$ cat config.mk
export PLATFORM = sky130hd
export DESIGN_NAME = prr_mac
export DESIGN_NICKNAME = d
export VERILOG_FILES = /design/src/design/polyphase_rational_resampler_macros.svh /design/src/design/prr_pkg.sv /design/src/design/prr_mac.sv
export SDC_FILE = /design/constraint.sdc
export NUM_CORES = 1
export LEC_CHECK = 0
export ABC_CLOCK_PERIOD_IN_PS = 7560
export BUFFER_PORTS_ARGS = -buffer_cell sky130_fd_sc_hd__buf_2
export CORE_UTILIZATION = 55
export CTS_CLUSTER_DIAMETER = 80
export CTS_CLUSTER_SIZE = 12
export DETAILED_ROUTE_END_ITERATION = 7
export PLACE_DENSITY = 0.72
export SLEW_MARGIN = 20
export SYNTH_ARGS = -nofsm -noshare
export SYNTH_HDL_FRONTEND = slang
export SYNTH_SLANG_ARGS = --single-unit
$ cat constraint.sdc
create_clock -name clk -period 7.56 [get_ports clk]
set_input_delay 0.378 -clock clk [delete_from_list [all_inputs] [get_ports clk]]
set_output_delay 0.378 -clock clk [all_outputs]
set_load 0.005 [all_outputs]
$ cat src/design/polyphase_rational_resampler_macros.svh
// assertion helpers for the resampler, clocked on clk and held off by rst_n
`ifndef POLYPHASE_RATIONAL_RESAMPLER_MACROS_SVH
`define POLYPHASE_RATIONAL_RESAMPLER_MACROS_SVH

// consequent checked in the same cycle as the antecedent
`define PRR_ASSERT_NOW(lbl, ante, cons, msg) \
  lbl: assert property (@(posedge clk) disable iff (!rst_n) (ante) |-> (cons)) \
    else $error(msg);

// consequent checked in the cycle after the antecedent
`define PRR_ASSERT_NEXT(lbl, ante, cons, msg) \
  lbl: assert property (@(posedge clk) disable iff (!rst_n) (ante) |=> (cons)) \
    else $error(msg);

`endif

$ cat src/design/prr_pkg.sv
`default_nettype none

package prr_pkg;

  // default sizing
  localparam int MAX_PHASES_DEF = 32;
  localparam int MAX_TAPS_DEF   = 32;

  // tap store
  localparam int TAP_AW    = 10;
  localparam int TAP_DEPTH = 1 << TAP_AW;

  // field widths
  localparam int SAMPLE_W  = 16;
  localparam int TAP_W     = 18;
  localparam int PROD_W    = SAMPLE_W + TAP_W;
  localparam int PHASE_W   = 5;
  localparam int PC_W      = 7;
  localparam int IFACT_W   = 6;
  localparam int DFACT_W   = 7;
  localparam int TFACT_W   = 6;
  localparam int FRAC_BITS = 15;

  localparam int DECIM_LIMIT = 64;
  localparam int SAT_HI      = 32767;
  localparam int SAT_LO      = -32768;

  // configuration port
  localparam int CFG_IDX_W  = 2;
  localparam int CFG_DATA_W = 7;
  localparam logic [CFG_IDX_W-1:0] CFG_INTERP = 2'd0;
  localparam logic [CFG_IDX_W-1:0] CFG_DECIM  = 2'd1;
  localparam logic [CFG_IDX_W-1:0] CFG_TAPS   = 2'd2;

  // input command codes
  localparam logic CMD_SAMPLE = 1'b0;
  localparam logic CMD_TAP    = 1'b1;

  // control from the sequencer to the multiply-accumulate unit
  typedef struct packed {
    logic valid;
    logic zero;
    logic clear;
  } mac_ctl_t;

endpackage

`default_nettype wire

$ cat src/design/prr_mac.sv
`default_nettype none

module prr_mac #(
  parameter int MAX_TAPS_PER_PHASE = prr_pkg::MAX_TAPS_DEF
) (
  input  wire logic                                clk,
  input  wire logic                                rst_n,
  input  wire prr_pkg::mac_ctl_t                   ctl,
  input  wire logic signed [prr_pkg::SAMPLE_W-1:0] sample,
  input  wire logic signed [prr_pkg::TAP_W-1:0]    tap,
  output logic                                     busy,
  output logic signed [prr_pkg::SAMPLE_W-1:0]      result
);

  localparam int PROD_W = prr_pkg::PROD_W;
  localparam int ACC_W  = PROD_W + $clog2(MAX_TAPS_PER_PHASE) + 1;
  localparam int SH_W   = ACC_W - prr_pkg::FRAC_BITS;
  localparam logic signed [SH_W-1:0] SAT_HI = SH_W'(prr_pkg::SAT_HI);
  localparam logic signed [SH_W-1:0] SAT_LO = SH_W'(prr_pkg::SAT_LO);

  logic signed [prr_pkg::TAP_W-1:0] tap_eff;
  logic signed [PROD_W-1:0]         prod_r;
  logic                             prod_valid_r;
  logic signed [ACC_W-1:0]          acc_r;
  logic signed [SH_W-1:0]           shifted;

  // taps past the end of the store count as zero
  assign tap_eff = ctl.zero ? '0 : tap;

  always_ff @(posedge clk) begin
    if (!rst_n) begin
      prod_valid_r <= 1'b0;
    end else begin
      prod_valid_r <= ctl.valid;
    end
  end

  always_ff @(posedge clk) begin
    prod_r <= PROD_W'(sample) * PROD_W'(tap_eff);
    if (ctl.clear) begin
      acc_r <= '0;
    end else if (prod_valid_r) begin
      acc_r <= acc_r + ACC_W'(prod_r);
    end
  end

  // floor shift, then saturate to q1.15
  assign shifted = acc_r[ACC_W-1:prr_pkg::FRAC_BITS];

  always_comb begin
    if (shifted > SAT_HI) begin
      result = prr_pkg::SAMPLE_W'(SAT_HI);
    end else if (shifted < SAT_LO) begin
      result = prr_pkg::SAMPLE_W'(SAT_LO);
    end else begin
      result = prr_pkg::SAMPLE_W'(shifted);
    end
  end

  assign busy = prod_valid_r;

endmodule

`default_nettype wire

# Word level (Yosys, flattened, before mapping)
# Cells that the tools add are included.
[word_totals]
wordCells = 10
register_bits = 75
out_inout_bits = 17
[classes]
muxes = 3
mul = 1
addsub = 1
magnitude_cmp = 2
[ops]
columns = ["cell", "n"]
rows = [
  ["40-bit by 34-bit adder with 40-bit output", 1],
  ["16-bit by 18-bit multiplier with 34-bit output", 1],
  ["16-bit 2-to-1 mux", 2],
  ["25-bit by 16-bit greater-than comparator with 1-bit output (second input constant)", 1],
  ["25-bit by 16-bit < comparator with 1-bit output (second input constant)", 1],
  ["18-bit 2-to-1 mux", 1],
]

# Logic depth before layout (Yosys ltp)
# Gate-level depths: netlist of run 1.
[logic_depth]
ltp_word = 3
mapped_depth = 27
mapped_depth_nobuf = 26

# Least setup slack after synthesis of run 1
# OpenSTA, ideal clock, no wires.
[synth_timing]
path_kind = "in2reg"
startpoint = "input port ctl[1] in the netlist's numbering"
endpoint = "register prod_r[32]"
cell_stages = 24
slack_ps = 900
required_ps = 7488
arrival_ps = 6588
setup_ps = 72
path_cell_list = "clkbuf_1 > nor2b_1 > clkbuf_1 > nand2_1 > fa_1 > fa_1 > fa_1 > inv_1 > fa_1 > fa_1 > inv_1 > fa_1 > inv_1 > ha_1 > nand2_1 > nor2_1 > a211o_1 > a31o_1 > o31a_4 > a211oi_4 > o211ai_2 > o31a_1 > a221oi_2 > xnor2_1"
[synth_between]
elab_chain_len = 2
[synth_rtl]
columns = ["element", "line", "rtl"]
rows = [
  ["from (decl)", "prr_mac.sv:8", "input wire prr_pkg::mac_ctl_t ctl,"],
  ["18-bit 2-to-1 mux", "prr_mac.sv:28", "assign tap_eff = ctl.zero ? '0 : tap;"],
  ["16-bit by 18-bit multiplier with 34-bit output", "prr_mac.sv:39", "prod_r <= PROD_W'(sample) * PROD_W'(tap_eff);"],
  ["to (signal assigned)", "prr_mac.sv:39", ""],
  ["to (decl)", "prr_mac.sv:22", "logic signed [PROD_W-1:0] prod_r;"],
]
# No other way between the ends.
# A chain may end at the register's enable or synchronous reset.

# Worst setup path after layout of run 1
# Ends and elaborated chain as after synthesis.

==> metrics.yaml, run 1 <==
status:
  status: "finished, final reports clean"
drt:
  drtAntennaViolNets: 0
  wl_mm: 35.6
  detail_route.first_pass.iterations: 8
  drt_iter0_drc: 561
  vias: 11300
  wl_per_cell_um: 16.9
  drc: 0
  via_per_inst: 5.38
floorplan:
  die_x_um: 168
  num_rows: 60
  dieArea_um2: 28400
  core_area_um2: 27100
  initial_core_util_pct: 56.2
  die_h_um: 168
  io_pins: 56
sta:
  tightest_slew_ns: 1.08
  fmax_ghz: 0.146
  finalSetupViolCount: 0
  relSlewSlack_pct: 27.8
  fin_tns_setup_ns: 0
  finClkSkew_ns: 0.00768
  finalHoldViolations: 0
  timing.final.crit_share_pct: 90.5
  finalCriticalPeriod_ns: 6.84
  rsz0062_at_grt: "false"
  slew_violations: 0
min_path:
  min_path_type: "in -> reg"
layout:
  nets: 2185
  antenna_cells: 0
  area_delta_synth_final_pct: 6.39
  drive_gt1_share_pct: 6.46
  postLayoutCellArea_um2: 16200
worst_setup_path:
  required_ns: 7.83
  cp_data_arrival_time_ns: 7.11
  path_max_fanout: 18
  worstSetupPathType: "in -> reg"
  start_kind: "primary input"
  end_kind: "flop"
global_routing:
  grt_pass1_vias: 12300
  grt_max_degree: 51
  grtUsageTotal_pct: 27.1
  grt_pass1_wl_mm: 60.3
  antenna_found_initial: 0
  overflow: 0
cts:
  clockBufferDepth: 2
  numCtsBuffers: 9
  cts_tree: "built"
  htreeDepth: 3
  cts_sinks: 75
  cts-root-buf: "clkbuf_16"
  post_cts_resized: 0
  clk_pin_slew_worst_paths_ns: 0.06
  cts_setup_buffers: 0
  cts_hold_buffers: 0
  clk_latency_ns: 0.34
power_and_ir_drop:
  leakagePower_nw: 8.21
  ir_worst_vdd_mv: 0.310
  power_density_nw_per_um2: 387
logic_synthesis:
  synth_cell_types: 65
  avgSynthCellArea_um2: 8.97
  synthTopCellsByArea: "fa_1 38%, ha_1 10%, dfxtp_1 9.9%"
  async_flop_share_pct: 0
  yosysTopAreaCellShare_pct: 38.2
  postSynthCellCount: 1700
  synth_nets: 2155
  yosys_warnings: 0
  synth_top_cell_by_area: "fa_1"
  ys.flop_type: "dfxtp_1"
  syn-cell-area_um2: 15200
  synth_edf_count: 0
  synth-seq-area-share_pct: 9.85
  ys_ff_latch: 75
job:
  maxCapViolCount: 0
placed_design:
  gp_congestion: 0.933
  port_buffers: 55
  place_hpwl_mm: 29.1
  dpl_cell_area_um2: 15900
-- worst max-delay path, stage by stage --
cell      delay [ns]
buf_2           0.24
nor2b_1         0.68
nand2_1         0.18
fa_1            0.53
fa_1            0.51
fa_1            0.51
inv_1           0.06
fa_1            0.54
fa_1            0.50
inv_1           0.05
fa_1            0.47
inv_1           0.04
ha_1            0.33
a21o_1          0.18
a21o_1          0.17
a21oi_1         0.13
nor2b_1         0.09
o41a_1          0.36
a211oi_4        0.29
o211ai_2        0.14
o31a_1          0.30
a221oi_2        0.30
xnor2_1         0.14
-- per-stage QoR --
stage	setup slack [ns]	std cells	util, %	total power [W]	hold WS, ns
2_1_floorplan	0.900	1700	-	0.00478	0.464
3_3_place_gp	0.543	2091	58.8	0.00580	0.478
6_report	0.719	2107	59.8	0.00627	0.250
5_1_grt	0.378	2107	59.8	0.00706	0.257
3_5_place_dp	0.404	2091	58.8	0.00589	0.487
4_1_cts	0.753	2107	59.8	0.00633	0.243
-- power by group --
group | switching, W | internal (W)
logic | 0.00287 | 0.00231
clock network | 0.000169 | 0.000224
registers | 0.000102 | 0.000600
-- layout make-up --
| cell class | count | area, um2 |
|---|---|---|
| clock buffers | 11 | 233 |
| clock inverters | 5 | 40.0 |
| fillers | 2389 | 10900 |
| inverters | 355 | 1330 |
| multi-input cells | 1210 | 12200 |
| flip-flops and latches | 75 | 1500 |
| well taps | 372 | 465 |
| repair buffers | 79 | 455 |
-- state kept, by name (all words and copies together) (netlist names) --
| register | count |
|---|---|
| acc_r | 40 |
| prod_r | 34 |
| busy | 1 |
-- worst paths after layout --
check	startpoint	end	slack, ns	cells past startpoint
min	ctl[2]	busy$_SDFF_PN0_	0.25	2
min reg2reg	acc_r[7]$_SDFFE_PP0P_	acc_r[7]$_SDFFE_PP0P_	0.49	2
max	ctl[1]	prod_r[32]$_DFF_P_	0.72	23
max reg2reg	acc_r[0]$_SDFFE_PP0P_	acc_r[36]$_SDFFE_PP0P_	4.09	14
-- cells in the final DEF, fill, tap and decap left out, types with 3 or more instances in the layout --
cell type / Yosys / layout
clkbuf_16: 0 / 9
and4_1: 4 / 4
dfxtp_1: 75 / 74
nand2_1: 163 / 163
a211o_1: 4 / 4
nand4_1: 9 / 9
inv_1: 355 / 355
fa_1: 291 / 291
buf_4: 0 / 24
nor3_1: 9 / 9
nor2b_1: 31 / 31
mux2i_1: 30 / 30
o211ai_1: 3 / 3
a21oi_1: 54 / 54
nand3_1: 8 / 8
xnor2_1: 54 / 54
a21o_1: 52 / 52
a31oi_1: 7 / 7
buf_2: 0 / 55
a211oi_1: 6 / 6
xor2_1: 11 / 11
nor2_1: 92 / 92
or3_1: 4 / 4
o21bai_1: 9 / 9
clkinv_4: 0 / 4
a21oi_2: 4 / 4
and2_1: 137 / 137
and3_1: 5 / 5
o21ai_1: 5 / 5
o21a_1: 11 / 11
ha_1: 125 / 125
nand2b_1: 14 / 14
o21ai_0: 19 / 19
-- layer usage --
layer | GRT usage [%] | up-vias | part of all wire, %
li1 | - | 5288 | -
met1 | 32.3 | 5667 | 40
met2 | 49.0 | 290 | 51
met3 | 2.85 | 95 | 4.4
met4 | 13.0 | 0 | 5.0
met5 | 0 | - | 0
-- cell families after synthesis --
logic type               after synthesis  synth area share [%]
AO/OA/AOI/OAI                        209                  9.69
multiplexers                          31                  2.04
buffers and inverters                415                  10.2
AND/OR/NAND/NOR                      489                  16.0
flip-flops                            75                  9.85
XOR/XNOR                              65                  3.73
adder cells (fa/ha/maj)              416                  48.5
-- synthesized netlist by cell type, types with 7 or more instances --
master / instances
a21o_1: 52
a21oi_1: 54
a31oi_1: 7
and2_1: 137
buf_1: 7
clkbuf_1: 53
dfxtp_1: 75
fa_1: 291
ha_1: 125
inv_1: 355
mux2i_1: 30
nand2_1: 163
nand2b_1: 14
nand3_1: 8
nand4_1: 9
nor2_1: 92
nor2b_1: 31
nor3_1: 9
o21a_1: 11
o21ai_0: 19
o21bai_1: 9
xnor2_1: 54
xor2_1: 11
Power figures use the tool's default switching activity.
==> inputs of run 2 (changes only) <==
- ABC_CLOCK_PERIOD_IN_PS: 7560 -> 6890
- CORE_MARGIN: not set -> 1.5
- clock period: 7.56 -> 6.89 ns (I/O delays scaled with it)
==> run 2 against run 1 <==
Core utilization increased by 0.49 points. Count of clock-buffer cells in the layout unchanged. Critical path depth unchanged. Worst setup slack got worse by 0.36 ns. Via count decreased by 0.46%. Wire length decreased by 1.7%. Combinational power increased by 11%. Critical path type unchanged. Highest routed layer unchanged.
==> metrics.yaml, run 2 (synthesized netlist as in run 1, its figures left out) <==
status:
  status: "finished, final reports clean"
layout:
  drive_gt1_share_pct: 7.27
  stdcell_count: 2120
  largest_register_ffs: 40
  regMostFlops: "acc_r"
  filler_cell_count: 2391
  area_delta_synth_final_pct: 7.26
  mostFrequentLayoutCell: "inv_1"
  final_cell_mix: "355 x inv_1, 291 x fa_1, 163 x nand2_1"
  antenna_cells: 0
  nets: 2198
  postLayoutCellArea_um2: 16300
placed_design:
  dp_slack_ns: 0.0127
  place_hpwl_mm: 28.9
  dpl_cell_area_um2: 16100
  port_buffers: 55
  gp_congestion: 0.894
  place_inst: 2104
worst_setup_path:
  cp_slowest_cell: "nor2b_1"
  path_max_fanout: 15
  crit_top_cell: "fa_1"
  cp_cell_sequence: "buf_2, nor2b_1, nand2_1, fa_1, fa_1, fa_1, inv_1, fa_1, fa_1, inv_1, fa_1, inv_1, ha_1, a21o_1, a21o_1, a21oi_1, nor2b_1, o41a_1, a211oi_4, o211ai_2, o31a_1, a221oi_2, xnor2_1"
  end_kind: "flop"
  slowest_delay_ns: 0.53
  cp_data_arrival_time_ns: 6.80
  worstSetupPathType: "in -> reg"
  start_kind: "primary input"
  required_ns: 7.16
  r2r_slack_ns: 3.49
floorplan:
  die_x_um: 169
  dieArea_um2: 28700
  die_h_um: 169
  initial_core_util_pct: 56.2
  core_area_um2: 27100
  num_rows: 60
  io_pins: 56
global_routing:
  grt_pass1_vias: 12300
  overflow: 0
  grt_pass1_wl_mm: 60.4
  antenna_found_initial: 0
  grtUsageTotal_pct: 26.9
  grt_max_degree: 51
min_path:
  min_path_type: "in -> reg"
sta:
  setup_ws_ns: 0.359
  finalHoldViolations: 0
  timing.final.crit_share_pct: 94.8
  finalSetupViolCount: 0
  finClkSkew_ns: 0.0141
  fin_tns_setup_ns: 0
  relSlewSlack_pct: 27.8
  fmax_ghz: 0.153
  rsz0062_at_grt: "false"
  slew_violations: 0
  finalCriticalPeriod_ns: 6.53
  tightest_slew_ns: 1.08
drt:
  wl_per_cell_um: 16.5
  drtAntennaViolNets: 0
  wl_mm: 35.0
  top_layer: "met4"
  vias: 11300
  met2_wirelength_mm: 17.4
  detail_route.first_pass.iterations: 5
  dr_wl_met3_mm: 1.53
  drt_iter0_drc: 526
  via_per_inst: 5.32
  wl_met1_mm: 14.4
  drc: 0
cts:
  htreeDepth: 3
  cts_hold_buffers: 0
  clockBufferDepth: 2
  clk_latency_ns: 0.34
  cts_tree: "built"
  cts_sinks: 75
  post_cts_resized: 0
  cts-root-buf: "clkbuf_16"
  cts_setup_buffers: 0
  numCtsBuffers: 9
  clk_pin_slew_worst_paths_ns: 0.06
power_and_ir_drop:
  leakagePower_nw: 8.29
  power_density_nw_per_um2: 426
  ir_worst_vdd_mv: 0.391
job:
  maxCapViolCount: 0
[run 2: layer usage]
| metal | global-route usage (%) | vias to the layer above |
|---|---|---|
| li1 | - | 5315 |
| met1 | 33.2 | 5571 |
| met2 | 47.8 | 312 |
| met3 | 2.66 | 90 |
| met4 | 12.3 | 0 |
| met5 | 0 | - |
[run 2: worst paths after layout]
| kind | from | endpoint | cells past startpoint |
|---|---|---|---|
| worst max-delay path | ctl[1] | prod_r[32]$_DFF_P_ | 23 |
| worst min-delay path | ctl[2] | busy$_SDFF_PN0_ | 2 |
| worst max register to register | acc_r[0]$_SDFFE_PP0P_ | acc_r[36]$_SDFFE_PP0P_ | 14 |
| worst min register to register | acc_r[8]$_SDFFE_PP0P_ | acc_r[8]$_SDFFE_PP0P_ | 2 |
[run 2: power by group]
group,internal [W],switching [W]
clock network,0.000268,0.000197
logic,0.00257,0.00317
registers,0.000658,0.000110
[run 2: layout make-up]
| type | count | area [um2] | share of cell area, % |
|---|---|---|---|
| repair buffers | 92 | 566 | 3.46 |
| well taps | 372 | 465 | 2.85 |
| inverters | 355 | 1330 | 8.15 |
| clock buffers | 11 | 253 | 1.55 |
| multi-input cells | 1210 | 12200 | 74.5 |
| clock inverters | 5 | 42.5 | 0.260 |
| flip-flops and latches | 75 | 1500 | 9.19 |
[run 2: critical path: cells and delay by family]
| family | cells | cell delay [ns] |
|---|---|---|
| xor gates and xnor gates | 1 | 0.14 |
| AOI/OAI and AO/OA | 8 | 1.84 |
| adders and majority gates | 7 | 3.35 |
| and+or+nand+nor | 3 | 0.77 |
| buffers and inverters | 4 | 0.36 |
[run 2: stage by stage]
step                      hold WS [ns]  power, W  utilization, %
final                            0.206   0.00697            60.3
after global routing             0.213   0.00784            60.3
after CTS                        0.195   0.00703            60.3
after detailed placement         0.483   0.00652            59.2
after global placement           0.477   0.00639            59.2
after floorplan                  0.464   0.00525               -
==> inputs of run 3 (changes only) <==
- CAP_MARGIN: not set -> 10
- PLACE_DENSITY: 0.72 -> not set
- PLACE_DENSITY_LB_ADDON: not set -> 0.25
==> run 3 against run 2 <==
Global-route usage grew 0.091 points. Combinational power is 2% higher. Cell count is 0.57% higher. Flip-flop and latch count stayed put. Critical endpoint unchanged. Fmax down 0.64%. Sequential power down 0.5%. Hold slack got worse by 0.0070 ns. Core utilization rose by 0.38 points. Highest routed layer unchanged. Clock power down 3%. Wire length grew 2.5%. Non-clock buffer count up 12. Worst setup slack got worse by 0.042 ns. Largest power group unchanged.
==> metrics.yaml, run 3 (synthesized netlist as in run 1, its figures left out) <==
status:
  status: "finished, final reports clean"
floorplan:
  die_x_um: 169
  dieArea_um2: 28700
  core_area_um2: 27100
  io_pins: 56
  num_rows: 60
  die_h_um: 169
  initial_core_util_pct: 56.2
worst_setup_path:
  end_kind: "flop"
  path_max_fanout: 16
  cp_data_arrival_time_ns: 6.84
  slowest_delay_ns: 0.54
  cp_slowest_cell: "fa_1"
  worstSetupPathType: "in -> reg"
  required_ns: 7.16
  crit_top_cell: "fa_1"
  cp_top_family: "adder cells"
  start_kind: "primary input"
  path_buf_inv: 6
drt:
  drt_iter0_drc: 681
  via_per_inst: 5.36
  drtAntennaViolNets: 0
  vias: 11400
  detail_route.first_pass.iterations: 7
  wl_per_cell_um: 16.8
  drc: 0
  wl_mm: 35.8
global_routing:
  grtUsageTotal_pct: 27.0
  grt_pass1_vias: 12200
  overflow: 0
  grt_max_degree: 51
  grt_pass1_wl_mm: 60.7
  antenna_found_initial: 0
cts:
  htreeDepth: 3
  post_cts_resized: 0
  clockBufferDepth: 2
  cts-root-buf: "clkbuf_16"
  numCtsBuffers: 9
  cts_tree: "built"
  clk_latency_ns: 0.35
  cts_setup_buffers: 0
  clk_pin_slew_worst_paths_ns: 0.07
  cts_hold_buffers: 0
  cts_sinks: 75
job:
  maxCapViolCount: 0
sta:
  fin_hold_ws_ns: 0.199
  finalSetupViolCount: 0
  timing.final.crit_share_pct: 95.4
  relSlewSlack_pct: 39.2
  finalHoldViolations: 0
  rsz0062_at_grt: "false"
  finalCriticalPeriod_ns: 6.57
  fin_tns_setup_ns: 0
  fmax_ghz: 0.152
  slew_violations: 0
  finClkSkew_ns: 0.0110
  tightest_slew_ns: 0.912
layout:
  multi_input_area_um2: 12200
  filler_cell_count: 2371
  largest_register_ffs: 40
  nets: 2210
  mostFrequentLayoutCell: "inv_1"
  antenna_cells: 0
  fin_util_pct: 60.7
  regMostFlops: "acc_r"
  ff_latch_area_um2: 1500
  drive_gt1_share_pct: 7.90
  final_cell_mix: "355 x inv_1, 291 x fa_1, 163 x nand2_1"
  area_delta_synth_final_pct: 7.95
  postLayoutCellArea_um2: 16500
placed_design:
  port_buffers: 55
  dpl_cell_area_um2: 16200
  place_hpwl_mm: 29.9
  gp_congestion: 0.923
power_and_ir_drop:
  design_power_total_w: 0.00709
  leakagePower_nw: 8.34
  power_density_nw_per_um2: 431
  ir_worst_vdd_mv: 0.297
min_path:
  min_path_type: "in -> reg"
==> run 3: changes by cell type in the layout (fill, tap and decap cells not counted), sizes merged <==
cell,before,now
clkinv,1,2
clkbuf,11,10
clkinvlp,1,3
buf,92,104
inv,358,356
==> run 3: final timing paths <==
check	startpoint	to	cells past startpoint	slack (ns)
max	ctl[1]	prod_r[32]$_DFF_P_	25	0.32
min reg2reg	acc_r[8]$_SDFFE_PP0P_	acc_r[8]$_SDFFE_PP0P_	2	0.49
max reg2reg	acc_r[0]$_SDFFE_PP0P_	acc_r[36]$_SDFFE_PP0P_	14	3.51
min	ctl[2]	busy$_SDFF_PN0_	2	0.20
==> run 3: final cells by class <==
cell class	instances	area share, %
multi-input cells	1210	74.1
well taps	372	2.83
flip-flops and latches	75	9.13
clock buffers	10	1.45
inverters	355	8.10
clock inverters	6	0.297
repair buffers	104	4.06
==> run 3: per-stage QoR <==
step                worst slack, ns  instances
finish                        0.317       2132
global route                 0.0207       2132
CTS                           0.356       2132
detailed placement          -0.0179       2116
global placement              0.113       2116
floorplan                     0.264       1700
==> run 3: worst register-to-register path, delay by kind of cell, from the launching register on <==
family / cells / cell delay (ns)
flops: 1 / 0.33
simple gates: 5 / 0.92
compound gates: 6 / 1.32
fa+ha+maj: 2 / 0.61
buf+inv: 1 / 0.07
==> run 3: report_power, final <==
part / internal, W / switching (W)
Combinational: 0.00267 / 0.00321
Clock: 0.000256 / 0.000193
Sequential: 0.000658 / 0.000106
==> run 3: routing by layer <==
metal	routed length (um)	GRT usage, %	share of wire, %	vias to the layer above
met1	15700	35.8	44	5672
met4	977	8.46	2.7	0
met5	0	0	0	-
met2	16800	44.8	47	339
li1	-	-	-	5350
met3	2350	5.39	6.6	70
